===== config.mk =====
export PLATFORM = sky130hd
export DESIGN_NAME = dvm_ctrl
export DESIGN_NICKNAME = d
export VERILOG_FILES = /design/src/design/dvm_pkg.sv /design/src/design/dvm_ctrl.sv
export SDC_FILE = /design/constraint.sdc
export NUM_CORES = 1
export LEC_CHECK = 0
export ABC_AREA = 0
export BUFFER_PORTS_ARGS = -buffer_cell sky130_fd_sc_hd__buf_4
export CORE_MARGIN = 3
export CORE_UTILIZATION = 56
export CTS_BUF_LIST = sky130_fd_sc_hd__clkbuf_16
export CTS_CLUSTER_DIAMETER = 30
export DETAILED_ROUTE_END_ITERATION = 16
export GPL_ROUTABILITY_DRIVEN = 1
export PLACE_DENSITY = 0.8
export SETUP_SLACK_MARGIN = 0.05
export SYNTH_ARGS = -nofsm -noshare
export SYNTH_HDL_FRONTEND = slang
export SYNTH_SLANG_ARGS = --single-unit
export TNS_END_PERCENT = 50

===== constraint.sdc =====
create_clock -name clk_i -period 2.95 [get_ports clk_i]
set_input_delay 0.1475 -clock clk_i [delete_from_list [all_inputs] [get_ports clk_i]]
set_output_delay 0.1475 -clock clk_i [all_outputs]
set_load 0.1 [all_outputs]

===== src/design/dvm_pkg.sv =====
// Shared types and constants of the decaying voice mixer.
`default_nettype none

package dvm_pkg;

  typedef enum logic [1:0] {
    REQ_TICK  = 2'd0,
    REQ_START = 2'd1,
    REQ_STOP  = 2'd2,
    REQ_WRITE = 2'd3
  } req_e;

  typedef struct packed {
    logic [15:0] amp;
    logic [15:0] astep;
    logic [23:0] inc;
    logic [23:0] istep;
    logic [31:0] pos;
    logic        loop;
    logic        clip;
    logic [15:0] base;
    logic [16:0] len;
    logic [23:0] cstep;
  } voice_t;

  typedef enum logic [4:0] {
    OP_NONE, OP_LOAD, OP_START, OP_RD_SLOT, OP_STOP_WR, OP_MODA, OP_MODB, OP_MODR,
    OP_RD, OP_UPD, OP_AG, OP_AGSV, OP_SPH, OP_SIDX, OP_SQ, OP_SF, OP_SXX, OP_SX2,
    OP_ST1, OP_SXT, OP_ST2, OP_SXS, OP_SVAL, OP_CVAL, OP_MIX, OP_ACC, OP_WB,
    OP_REM, OP_CPY, OP_FIN
  } dp_op_e;

  typedef enum logic [4:0] {
    ST_IDLE, ST_DISP, ST_START, ST_STOP_RD, ST_STOP_WR, ST_MODA, ST_MODB, ST_MODR,
    ST_RD, ST_UPD, ST_AG, ST_AGSV, ST_SPH, ST_SIDX, ST_SQ, ST_SF, ST_SXX, ST_SX2,
    ST_ST1, ST_SXT, ST_ST2, ST_SXS, ST_SVAL, ST_CVAL, ST_MIX, ST_ACC, ST_WB,
    ST_REM, ST_CPY, ST_FIN
  } ctl_state_e;

  typedef struct packed {
    req_e req;
    logic cnt_zero;
    logic slot_ok;
    logic is_clip;
    logic done;
    logic looping;
    logic more;
    logic idx_lt;
    logic out_free;
  } dvm_status_t;

  localparam logic [15:0] GAIN_RESET   = 16'd13107;
  localparam logic [16:0] LEN_MAX      = 17'd65536;
  localparam logic [14:0] SINE_QUARTER = 15'd16384;
  localparam logic [14:0] SINE_A       = 15'd10583;
  localparam logic [31:0] SINE_B       = 32'd1306;
  localparam logic [14:0] SINE_C       = 15'd25736;

endpackage

`default_nettype wire


===== src/design/dvm_ctrl.sv =====
// Sequencing state machine of the decaying voice mixer.
`default_nettype none

module dvm_ctrl (
  input  logic                  clk_i,
  input  logic                  rst_ni,
  input  logic                  in_valid_i,
  output logic                  in_ready_o,
  input  dvm_pkg::dvm_status_t  status_i,
  output dvm_pkg::dp_op_e       op_o
);
  import dvm_pkg::*;

  ctl_state_e state_q, state_d;

  always_ff @(posedge clk_i or negedge rst_ni) begin
    if (!rst_ni) begin
      state_q <= ST_IDLE;
    end else begin
      state_q <= state_d;
    end
  end

  always_comb begin
    state_d    = state_q;
    op_o       = OP_NONE;
    in_ready_o = 1'b0;
    case (state_q)
      ST_IDLE: begin
        in_ready_o = 1'b1;
        if (in_valid_i) begin
          op_o    = OP_LOAD;
          state_d = ST_DISP;
        end
      end
      ST_DISP: begin
        case (status_i.req)
          REQ_TICK:  state_d = status_i.cnt_zero ? ST_FIN : ST_RD;
          REQ_START: state_d = ST_START;
          REQ_STOP:  state_d = status_i.slot_ok ? ST_STOP_RD : ST_FIN;
          REQ_WRITE: state_d = ST_MODA;
          default:   state_d = ST_FIN;
        endcase
      end
      ST_START: begin
        op_o = OP_START;
        state_d = ST_FIN;
      end
      ST_STOP_RD: begin
        op_o = OP_RD_SLOT;
        state_d = ST_STOP_WR;
      end
      ST_STOP_WR: begin
        op_o = OP_STOP_WR;
        state_d = ST_FIN;
      end
      ST_MODA: begin
        op_o = OP_MODA;
        state_d = ST_MODB;
      end
      ST_MODB: begin
        op_o = OP_MODB;
        state_d = ST_MODR;
      end
      ST_MODR: begin
        op_o = OP_MODR;
        state_d = (status_i.req == REQ_WRITE) ? ST_FIN : ST_CVAL;
      end
      ST_RD: begin
        op_o = OP_RD;
        state_d = ST_UPD;
      end
      ST_UPD: begin
        op_o = OP_UPD;
        state_d = ST_AG;
      end
      ST_AG: begin
        op_o = OP_AG;
        state_d = ST_AGSV;
      end
      ST_AGSV: begin
        op_o = OP_AGSV;
        state_d = status_i.is_clip ? ST_MODA : ST_SPH;
      end
      ST_SPH: begin
        op_o = OP_SPH;
        state_d = ST_SIDX;
      end
      ST_SIDX: begin
        op_o = OP_SIDX;
        state_d = ST_SQ;
      end
      ST_SQ: begin
        op_o = OP_SQ;
        state_d = ST_SF;
      end
      ST_SF: begin
        op_o = OP_SF;
        state_d = ST_SXX;
      end
      ST_SXX: begin
        op_o = OP_SXX;
        state_d = ST_SX2;
      end
      ST_SX2: begin
        op_o = OP_SX2;
        state_d = ST_ST1;
      end
      ST_ST1: begin
        op_o = OP_ST1;
        state_d = ST_SXT;
      end
      ST_SXT: begin
        op_o = OP_SXT;
        state_d = ST_ST2;
      end
      ST_ST2: begin
        op_o = OP_ST2;
        state_d = ST_SXS;
      end
      ST_SXS: begin
        op_o = OP_SXS;
        state_d = ST_SVAL;
      end
      ST_SVAL: begin
        op_o = OP_SVAL;
        state_d = ST_MIX;
      end
      ST_CVAL: begin
        op_o = OP_CVAL;
        state_d = ST_MIX;
      end
      ST_MIX: begin
        op_o = OP_MIX;
        state_d = ST_ACC;
      end
      ST_ACC: begin
        op_o = OP_ACC;
        state_d = (status_i.done && !status_i.looping) ? ST_REM : ST_WB;
      end
      ST_WB: begin
        op_o = OP_WB;
        state_d = status_i.more ? ST_RD : ST_FIN;
      end
      ST_REM: begin
        op_o = OP_REM;
        state_d = ST_CPY;
      end
      ST_CPY: begin
        op_o = OP_CPY;
        state_d = status_i.idx_lt ? ST_RD : ST_FIN;
      end
      ST_FIN: begin
        if (status_i.out_free) begin
          op_o    = OP_FIN;
          state_d = ST_IDLE;
        end
      end
      default: state_d = ST_IDLE;
    endcase
  end

endmodule

`default_nettype wire


==> results.json <==
{
  "synth_top_family_by_area": "simple AND/OR/NAND/NOR gates",
  "clock_skew_ns": 0.00170,
  "num_vias": 917,
  "r2r-end": "state_q[4]$_DFFE_PN0P_",
  "clk_latency_ns": 0.23,
  "cp_max_fo": 20,
  "yosysWarnings": 0,
  "synth_edf_count": 0,
  "ios": 19,
  "syn_avg_cell_area_sq_um": 6.73,
  "hpwl_microns": 1430,
  "die_w_microns": 42.9,
  "hold_violations": 0,
  "cts_made_buffers": 3,
  "antenna_found_initial": 0,
  "synth_simple_gate_area_share_pct": 40.1,
  "r2r_slack_ns": 0.96,
  "synth-seq-cells": 5,
  "coreArea_sq_um": 1190,
  "fin_tns_setup_ns": 0,
  "htreeDepth": 1,
  "cts_tree": "done",
  "cts_sinks": 5,
  "drc": 0,
  "cts.clk_slew.worst_paths_ns": 0.03,
  "report.final.setup_viol": 0,
  "async_reset_ff_share_pct": 100,
  "nets": 141,
  "r2r_start": "state_q[2]$_DFFE_PN0P_",
  "drt_iter0_drc": 49,
  "synth_compound_area_share_pct": 32.4,
  "grt_pass1_vias": 798,
  "place.gp.congestion": 0.901,
  "largest_reg_flops": 5,
  "max_freq_mhz": 441,
  "start_util_pct": 64.1,
  "ant_nets": 0,
  "grt_max_degree": 25,
  "grt_pass1_wl_microns": 3550,
  "outcome": "finished, final reports clean",
  "synth_adder_area_share_pct": 0,
  "hold_path_class": "input pin to async pin",
  "root_buffer": "clkbuf_16",
  "regMostFlops": "state_q",
  "ys.flop_type": "dfrtp_1",
  "path_class": "flop to output port",
  "critPathCaptureType": "output port",
  "fillers": 97,
  "netlist_area_sq_um": 761,
  "post_drt_via_cell_ratio": 6.50,
  "worstSetupStartpointType": "flop",
  "largest_registers": "state_q x5",
  "port_buffers": 18,
  "cts.path.max_buffers": 2,
  "post_cts_buffers": 0,
  "dieHeight_microns": 42.9,
  "muxShareOfSynthArea_pct": 0,
  "die_area_sq_um": 1840,
  "rsz0062_at_grt": "no",
  "ys_seq_area_share_pct": 16.4,
  "maxCapViolCount": 0,
  "grt_use_total_pct": 25.2,
  "syn-num-nets": 126,
  "worstPathRequired_ns": 2.80,
  "dr.pass1.iters": 4,
  "final_util_pct": 80.0,
  "antenna_cells": 0,
  "period_needed_ns": 2.27,
  "tightest_slew_ns": 0.717,
  "rows": 12,
  "totalWireLength_microns": 2180,
  "reg2reg_depth": 4,
  "syn-instance-count": 113,
  "cp_data_arrival_time_ns": 2.12,
  "synth_cell_types": 37,
  "max-slew-margin-rel_pct": 52.2,
  "grt-ovfl-total": 0,
  "synth-xor-area-share_pct": 1.15,
  "wl_per_cell_microns": 15.4,
  "drv_slew": 0,
  "period_share_pct": 76.8,
  "drive_above_1_share_pct": 17.3,
  "synthToLayoutAreaGrowth_pct": 24.7
}
synth_stat cells (all sizes together), types with 3 or more instances:
library cell | count | area share, %
nand2b | 6 | 4.9
buf | 8 | 6.9
nor3 | 5 | 3.3
nand3 | 6 | 3.9
nand2 | 6 | 3.0
nor2b | 8 | 6.6
dfrtp | 5 | 16
a21oi | 13 | 8.6
nor4 | 3 | 2.5
o21ai | 6 | 3.9
inv | 3 | 1.5
a211o | 3 | 3.5
nor2 | 12 | 5.9
how the worst max path moves through the flow:
stage	from	endpoint	cells past startpoint
6_report	state_q[2]$_DFFE_PN0P_	op_o[0]	5
5_1_grt	state_q[2]$_DFFE_PN0P_	op_o[0]	5
4_1_cts	state_q[2]$_DFFE_PN0P_	op_o[0]	5
3_5_place_dp	state_q[2]$_DFFE_PN0P_	op_o[0]	5
3_3_place_gp	state_q[2]$_DFFE_PN0P_	op_o[0]	5
2_1_floorplan	state_q[3]$_DFFE_PN0P_	op_o[0]	6
layout make-up:
cell class,instances,area (sq um),area share (%)
inverters,5,18.8,1.98
clock buffers,3,75.1,7.92
flip-flops and latches,5,125,13.2
clock inverters,1,3.75,0.396
repair buffers,19,145,15.3
multi-input cells,94,563,59.4
well taps,14,17.5,1.85
cells by family after synthesis:
family                 after synthesis
buffers and inverters               14
AND/OR/NAND/NOR                     56
XOR/XNOR                             1
AO/OA/AOI/OAI                       37
flip-flops                           5
layer usage:
layer | GRT usage, % | up-vias | part of all wire [%]
met5 | 0 | - | 0
met4 | 3.73 | 0 | 0.64
met3 | 6.36 | 2 | 11
met2 | 40.7 | 72 | 47
met1 | 33.8 | 398 | 42
li1 | - | 445 | -
critical path, cell delays in order (launching register included):
cell and delay, ns:
dfrtp_1 0.70, clkinv_1 0.41, nand3_1 0.24, nor2_2 0.06, a22o_1 0.25, buf_4 0.23
per-stage QoR:
| stage | hold slack [ns] | instances | worst slack, ns | area (sq um) |
|---|---|---|---|---|
| floorplan | -0.148 | 113 | 0.102 | 763 |
| detailed placement | -0.0496 | 136 | 0.992 | 860 |
| finish | 0.278 | 141 | 0.685 | 948 |
| global route | 0.298 | 141 | 0.566 | 948 |
| global placement | -0.0511 | 136 | 1.04 | 860 |
| CTS | 0.264 | 141 | 0.738 | 948 |
timing repair:
item	CTS	global route
hold endpoints to repair	5	0
gates resized for setup	0	0
hold buffers	1	0
layout by cell type, fill, tap and decap left out, types with 4 or more instances in the layout:
cell	synthesis	layout
nand3_1	6	6
dfrtp_1	5	5
buf_4	5	18
o21ai_0	5	5
nor3_1	5	5
nand2_1	6	6
nor2_1	12	11
nand2b_1	6	6
inv_1	3	4
nor2b_1	8	8
a21oi_1	13	13
Power is not shown: default switching activity piles up to over one toggle a cycle in this logic, so the estimate is an artifact.
